===== src/design/isc_pkg.sv =====
`timescale 1ns / 1ps

package isc_pkg;

    // Field widths
    localparam int VAL_W = 32;
    localparam int CNT_W = 63;
    localparam int LEN_W = 5;

    // Default sizing
    localparam int DEF_MAX_ITEMS = 256;
    localparam int DEF_MAX_LEN   = 16;

    // Register reset value and count ceiling
    localparam logic [LEN_W-1:0] LEN_RESET = 5'd1;
    localparam logic [CNT_W-1:0] CNT_MAX   = {CNT_W{1'b1}};

    // One classified transaction handed from front to back
    typedef struct packed {
        logic signed [VAL_W-1:0] value;
        logic                    first;
        logic [LEN_W-1:0]        len;
        logic                    len_ok;
        logic                    len_zero;
    } t_item;

    typedef enum logic [1:0] {
        S_IDLE,
        S_WALK,
        S_DRAIN,
        S_DONE
    } t_state;

    // Add two counts, clamp at the ceiling
    function automatic logic [CNT_W-1:0] sat_add(input logic [CNT_W-1:0] a,
                                                 input logic [CNT_W-1:0] b);
        logic [CNT_W:0] s;
        s = {1'b0, a} + {1'b0, b};
        return s[CNT_W] ? CNT_MAX : s[CNT_W-1:0];
    endfunction

endpackage


===== src/design/isc_front.sv =====
`timescale 1ns / 1ps

module isc_front #(
    parameter int MAX_LEN = isc_pkg::DEF_MAX_LEN
) (
    input  logic                            i_clk,
    input  logic                            i_rst_n,
    input  logic                            i_valid,
    output logic                            o_stall,
    input  logic signed [isc_pkg::VAL_W-1:0] i_value,
    input  logic                            i_first,
    input  logic                            i_cfg_we,
    input  logic [isc_pkg::LEN_W-1:0]       i_cfg_data,
    input  logic                            i_pop,
    output logic                            o_q_valid,
    output isc_pkg::t_item                  o_item
);

    localparam logic [6:0] MAX_LEN_W = 7'(MAX_LEN);

    logic [isc_pkg::LEN_W-1:0] r_len;
    isc_pkg::t_item            r_q [2];
    logic                      r_wp;
    logic                      r_rp;
    logic [1:0]                r_cnt;
    isc_pkg::t_item            w_item;
    logic                      w_push;

    // Hold the target length register
    always_ff @(posedge i_clk) begin
        if (!i_rst_n) begin
            r_len <= isc_pkg::LEN_RESET;
        end else if (i_cfg_we) begin
            r_len <= i_cfg_data;
        end
    end

    // Classify the incoming transaction against the length setting
    always_comb begin
        w_item.value    = i_value;
        w_item.first    = i_first;
        w_item.len      = r_len;
        w_item.len_zero = (r_len == '0);
        w_item.len_ok   = (r_len != '0) && ({2'b00, r_len} <= MAX_LEN_W);
    end

    assign o_stall   = (r_cnt == 2'd2);
    assign w_push    = i_valid && !o_stall;
    assign o_q_valid = (r_cnt != 2'd0);
    assign o_item    = r_q[r_rp];

    // Store classified transactions in a two-entry queue
    always_ff @(posedge i_clk) begin
        if (w_push) begin
            r_q[r_wp] <= w_item;
        end
    end

    // Advance queue pointers and occupancy
    always_ff @(posedge i_clk) begin
        if (!i_rst_n) begin
            r_wp  <= 1'b0;
            r_rp  <= 1'b0;
            r_cnt <= 2'd0;
        end else begin
            if (w_push) begin
                r_wp <= ~r_wp;
            end
            if (i_pop) begin
                r_rp <= ~r_rp;
            end
            case ({w_push, i_pop})
                2'b10:   r_cnt <= r_cnt + 2'd1;
                2'b01:   r_cnt <= r_cnt - 2'd1;
                default: r_cnt <= r_cnt;
            endcase
        end
    end

endmodule


===== config.mk =====
export PLATFORM = sky130hd
export DESIGN_NAME = isc_front
export DESIGN_NICKNAME = d
export VERILOG_FILES = /design/src/design/isc_pkg.sv /design/src/design/isc_front.sv
export SDC_FILE = /design/constraint.sdc
export NUM_CORES = 1
export LEC_CHECK = 0
export BUFFER_PORTS_ARGS = -buffer_cell sky130_fd_sc_hd__buf_2
export CAP_MARGIN = 20
export CORE_MARGIN = 10
export CORE_UTILIZATION = 55
export CTS_CLUSTER_SIZE = 14
export DETAILED_ROUTE_END_ITERATION = 10
export GPL_ROUTABILITY_DRIVEN = 0
export MAX_ROUTING_LAYER = met4
export PLACE_DENSITY = 0.82
export SLEW_MARGIN = 30
export SYNTH_ARGS = -nofsm -noshare
export SYNTH_HDL_FRONTEND = slang
export SYNTH_SLANG_ARGS = --single-unit

===== constraint.sdc =====
create_clock -name i_clk -period 3.45 [get_ports i_clk]
set_clock_uncertainty 0.1 [all_clocks]
set_input_delay 0 -clock i_clk [delete_from_list [all_inputs] [get_ports i_clk]]
set_output_delay 0 -clock i_clk [all_outputs]
set_load 0.05 [all_outputs]

# == After elaboration in Yosys (flattened, before gate mapping) ==
# Memory sizes are Yosys's and may differ from the RTL's. A register that Yosys moved wholly into a read port is not among the register bits.
# Index checks and enable logic that the tools add are counted.
# op_classes
n_bitwise,2
n_lt_le_gt_ge,1
reduce_logical,7
addsub,2
muxes,5
eq_ne,3
# op_table
operator,count
5-bit less-or-equal comparator (second input constant),1
5-bit logical NOT,1
5-bit nonzero test,1
2-bit equality test (second input constant),2
1-bit two-way mux,4
2-bit one-hot mux with 2 select lines,1
2-bit nonzero test,2
2-bit by 1-bit adder with 2-bit output (second input constant),1
2-bit by 1-bit equality test with 1-bit output (second input constant),1
1-bit logical AND,2
1-bit NOT,2
2-bit by 1-bit subtractor with 2-bit output (second input constant),1
1-bit logical NOT,1
# totals
elab_cells,25
out_inout_bits,42
reg_bits,9
ramBits,80
memories,1
inputBits,43
# memory_table
name,words,word_bits,rd,rd_clocked_by_memory_dff,wr,line_no,rtl
r_q,2,40,1,1,1,isc_front.sv:22,isc_pkg::t_item r_q [2];

# == Depth between registers and ports, before layout ==
# logic_depth
ltp_word,5
mapped_depth,6
mapped_depth_nobuf,6

# == Worst setup path after synthesis ==
# OpenSTA, ideal clock, no wires.
# synth_timing
kind,flip-flop to flip-flop
startpoint,register r_cnt[0]
endpoint,"memory r_q[0][0] in the netlist's numbering, enable pin"
stages_incl_launch_ff,5
setup_time_ns,0.394
arrival_ns,1.773
period_less_slack_ns,2.267
path_slack_ns,1.183
required_ns,2.956
path_buffers,0
cell_sequence,dfxtp_1 nand2b_2 inv_2 or3_1 inv_1
# synth_between
elab_chain_len,5
# synth_lines
item,line_no,rtl
start: declaration,isc_front.sv:25,logic [1:0] r_cnt;
start signal: assignment,isc_front.sv:73,2'b10: r_cnt <= r_cnt + 2'd1;
start signal: assignment,isc_front.sv:74,2'b01: r_cnt <= r_cnt - 2'd1;
start signal: assignment,isc_front.sv:75,default: r_cnt <= r_cnt;
2-bit equality test,isc_front.sv:47,assign o_stall = (r_cnt == 2'd2);
net o_stall,isc_front.sv:9,"output logic o_stall,"
1-bit logical NOT,isc_front.sv:48,assign w_push = i_valid && !o_stall;
1-bit logical AND,isc_front.sv:48,
1-bit two-way mux,isc_front.sv:54,if (w_push) begin
1-bit two-way mux (not written as such),isc_front.sv:55,r_q[r_wp] <= w_item;
end: declaration,isc_front.sv:22,
# The timed path passes the listed nets, and every way through them passes these cells.

# == Worst setup path in the final report ==
# layout_timing
startpoint,register r_cnt[0]
endpoint,"memory r_q[0][7] in the netlist's numbering, enable pin"
# layout_between
elab_chain_len,5
# layout_lines
item,line_no
2-bit equality test,isc_front.sv:47
1-bit logical NOT,isc_front.sv:48
1-bit logical AND,isc_front.sv:48
1-bit two-way mux,isc_front.sv:54
1-bit two-way mux (not written as such),isc_front.sv:55
# No other way between the ends.

==> flow_summary.toml <==
[clock_network]
clock_latency_ns = 0.35
cts_tree = "yes"
hold_buffers = 51
clk_pin_slew_ns = 0.09
numCtsBuffers = 9
cts_setup_buffers = 0
clockBufferDepth = 2
post_cts_resized = 0
htree_num_levels = 3
cts_sinks = 90
root_buffer = "clkbuf_8"

[timing]
max_freq_ghz = 0.5260
rsz0062_at_grt = "no"
setup_viol = 0
finalCriticalPeriod_ns = 1.901
tns_ns = 0
finalHoldViolations = 0
relSlewSlack_pct = 37.70
slew_viol_final = 0
worst_pin_slew_ns = 0.9345
period_share_pct = 55.11

[die]
die_h_um = 97.57
die_x_um = 97.57
initial_utilization_pct = 56.23
io_pins = 85
std_cell_rows = 28
die_area_um2 = 9520
core_um2 = 5886

[placement]
portBuffers = 84
hpwl_um = 4138

[worst_setup_path]
crit_path_end_kind = "register"
cp.required_ns = 3.34
r2r-end = "r_q[0][7]"
worst_ep_arrival_time_ns = 1.79
critPathKind = "register to register"
r2r-start = "r_cnt[0]"
critPathLaunchType = "register"
r2r_slack_ns = 1.55
reg2reg_depth = 5
cp_max_fo = 40

[logic_synthesis]
synth-main-ff-cell = "edfxtp_1"
synth_xor_area_share_pct = 0.7940
synth-edff-count = 80
synth_fa_ha_area_share_pct = 0.7561
synth_compound_area_share_pct = 0.7561
synthMostInstantiatedCell = "edfxtp_1"
synthTopCellsByCount = "edfxtp_1, mux2_2, dfxtp_1"
synth_top_area_share_pct = 72.59
synthMuxAreaShare_pct = 15.12
syn-num-nets = 213
synth_top_cell_by_area = "edfxtp_1"
synthCells = 168
yosysSeqAreaShare_pct = 78.64
synth_area_leaders = "edfxtp_1, mux2_2, dfxtp_1, mux2i_1, ha_1"
synth_top_family_by_area = "multiplexers"
ys.warnings.count = 0
syn-cell-area_um2 = 3309
ys_seq_elements = 90
synth_simple_gate_area_share_pct = 2.760
synth.avg_cell_area_um2 = 19.70
async_flop_share_pct = 0
synth.distinct_cells = 21

[final_layout]
antenna_cells = 0
nets = 355
areaGrowthSynthToFinish_pct = 35.50
drive_gt1_share_pct = 45.40

[global_route]
grt_util_all_layers_pct = 14.88
antenna_found_initial = 0
overflow = 0
grt_max_degree = 41
grt_pass1_wl_um = 11040
grt_pass1_vias = 2194

[routing]
wl_met1_um = 2797
drt_iter0_drc = 116
routed.top_layer = "met4"
antenna_left = 0
vias_per_cell = 5.008
wl_met2_um = 3547
totalWireLength_um = 6851
vias = 1953
route.detailed.drc = 0
wl_met3_um = 386
drt_pre_antenna_iters = 4
wl_per_cell_um = 17.57

[pwr]
combinationalPowerShare_pct = 23.3
finalPower_mw = 2.533
p_leak_nw = 1.733
clockPowerShare_pct = 23.6
power_density_nw_per_um2 = 564.8
ir_drop_uv = 370.5
p_sw_uw = 784.9
p_int_mw = 1.748
power_switching_share_pct = 30.99
seqPwrFrac_pct = 53.1

[run_status]
status = "finished, final reports clean"

[min_path]
min_path_cells = 2
whs_endpoint = "r_q[0][15]"
hp-start = "i_value[7]"
hp-class = "input port to register"

[flow_run]
maxCapViolations = 0
kinds of logic after synthesis:
kind of cell / Yosys count
AOI/OAI and AO/OA: 4
and+or+nand+nor: 15
xor gates and xnor gates: 3
adders and majority gates: 2
buffers and inverters: 9
DFF: 90
muxes: 45
metrics by stage:
step                      utilization [%]  hold slack [ns]  worst slack [ns]  instance area, µm²  cells
final                               76.19           0.2699             1.549                4484    390
after floorplan                         -         -0.03806             1.183                3309    168
after detailed placement            64.73          0.09358             1.552                3810    323
after CTS                           76.15           0.2537             1.358                4482    390
after global placement              64.73          0.08856             1.593                3810    323
after global routing                76.19           0.2585             1.422                4484    390
worst max-delay path by stage:
stage              from    endpoint  slack (ns)  cells after the start
6_report       r_cnt[0]   r_q[0][7]        1.55                      5
5_1_grt        r_cnt[0]   r_q[0][7]        1.42                      5
4_1_cts        register   o_item[2]        1.36                      2
3_5_place_dp   r_cnt[0]  r_q[0][25]        1.55                      5
3_3_place_gp   r_cnt[0]  r_q[0][22]        1.59                      5
2_1_floorplan  r_cnt[0]   r_q[0][0]        1.18                      4
sequential cells by signal (all words and copies together) (netlist names), named ones only:
register	flops
r_cnt	2
r_rp	1
r_q	80
r_wp	1
r_len	5
placed cells by master, fill, tap and decap left out, types with 2 or more instances in the layout:
cell type,Yosys,routed
dfxtp_1,10,9
and2_1,3,3
mux2i_1,5,5
buf_2,4,84
a21boi_1,2,2
xnor2_1,2,2
or3_1,2,2
dlygate4sd3_1,0,51
clkbuf_8,0,9
edfxtp_1,80,80
o21ai_0,2,2
mux2_2,40,40
clkinv_1,0,2
nand2_1,2,2
inv_1,3,3
clkinv_2,0,2
ha_1,2,2
nor2b_1,4,4
cell type report:
class                           count  area [µm²]
Clock buffer                       10       127.6
Clock inverter                      6       33.78
Fill cell                         346        1401
Inverter                            4       15.01
Multi-Input combinational cell     69       669.4
Sequential cell                    90        2606
Tap cell                           75       93.84
Timing Repair Buffer              136       938.4
per-layer routing:
| metal | vias up | global-route usage, % |
|---|---|---|
| met2 | 69 | 24.83 |
| met1 | 949 | 15.97 |
| met3 | 11 | 4.196 |
| met5 | - | - |
| met4 | 0 | 7.159 |
| li1 | 924 | - |
critical path, stage by stage (launching register included):
cell	delay (ns)
dfxtp_1	0.39
nand2b_2	0.17
inv_2	0.04
or3_1	0.32
inv_1	0.06
buf_4	0.45
power by group through the flow:
stage               clock network, mW  registers [mW]  logic, mW
floorplan                           0            1.34      0.428
global placement                    0            1.36      0.537
detailed placement                  0            1.37      0.542
CTS                             0.611            1.35      0.590
global route                    0.661            1.36      0.620
finish                          0.599            1.35      0.589
Power figures use the tool's default switching activity.
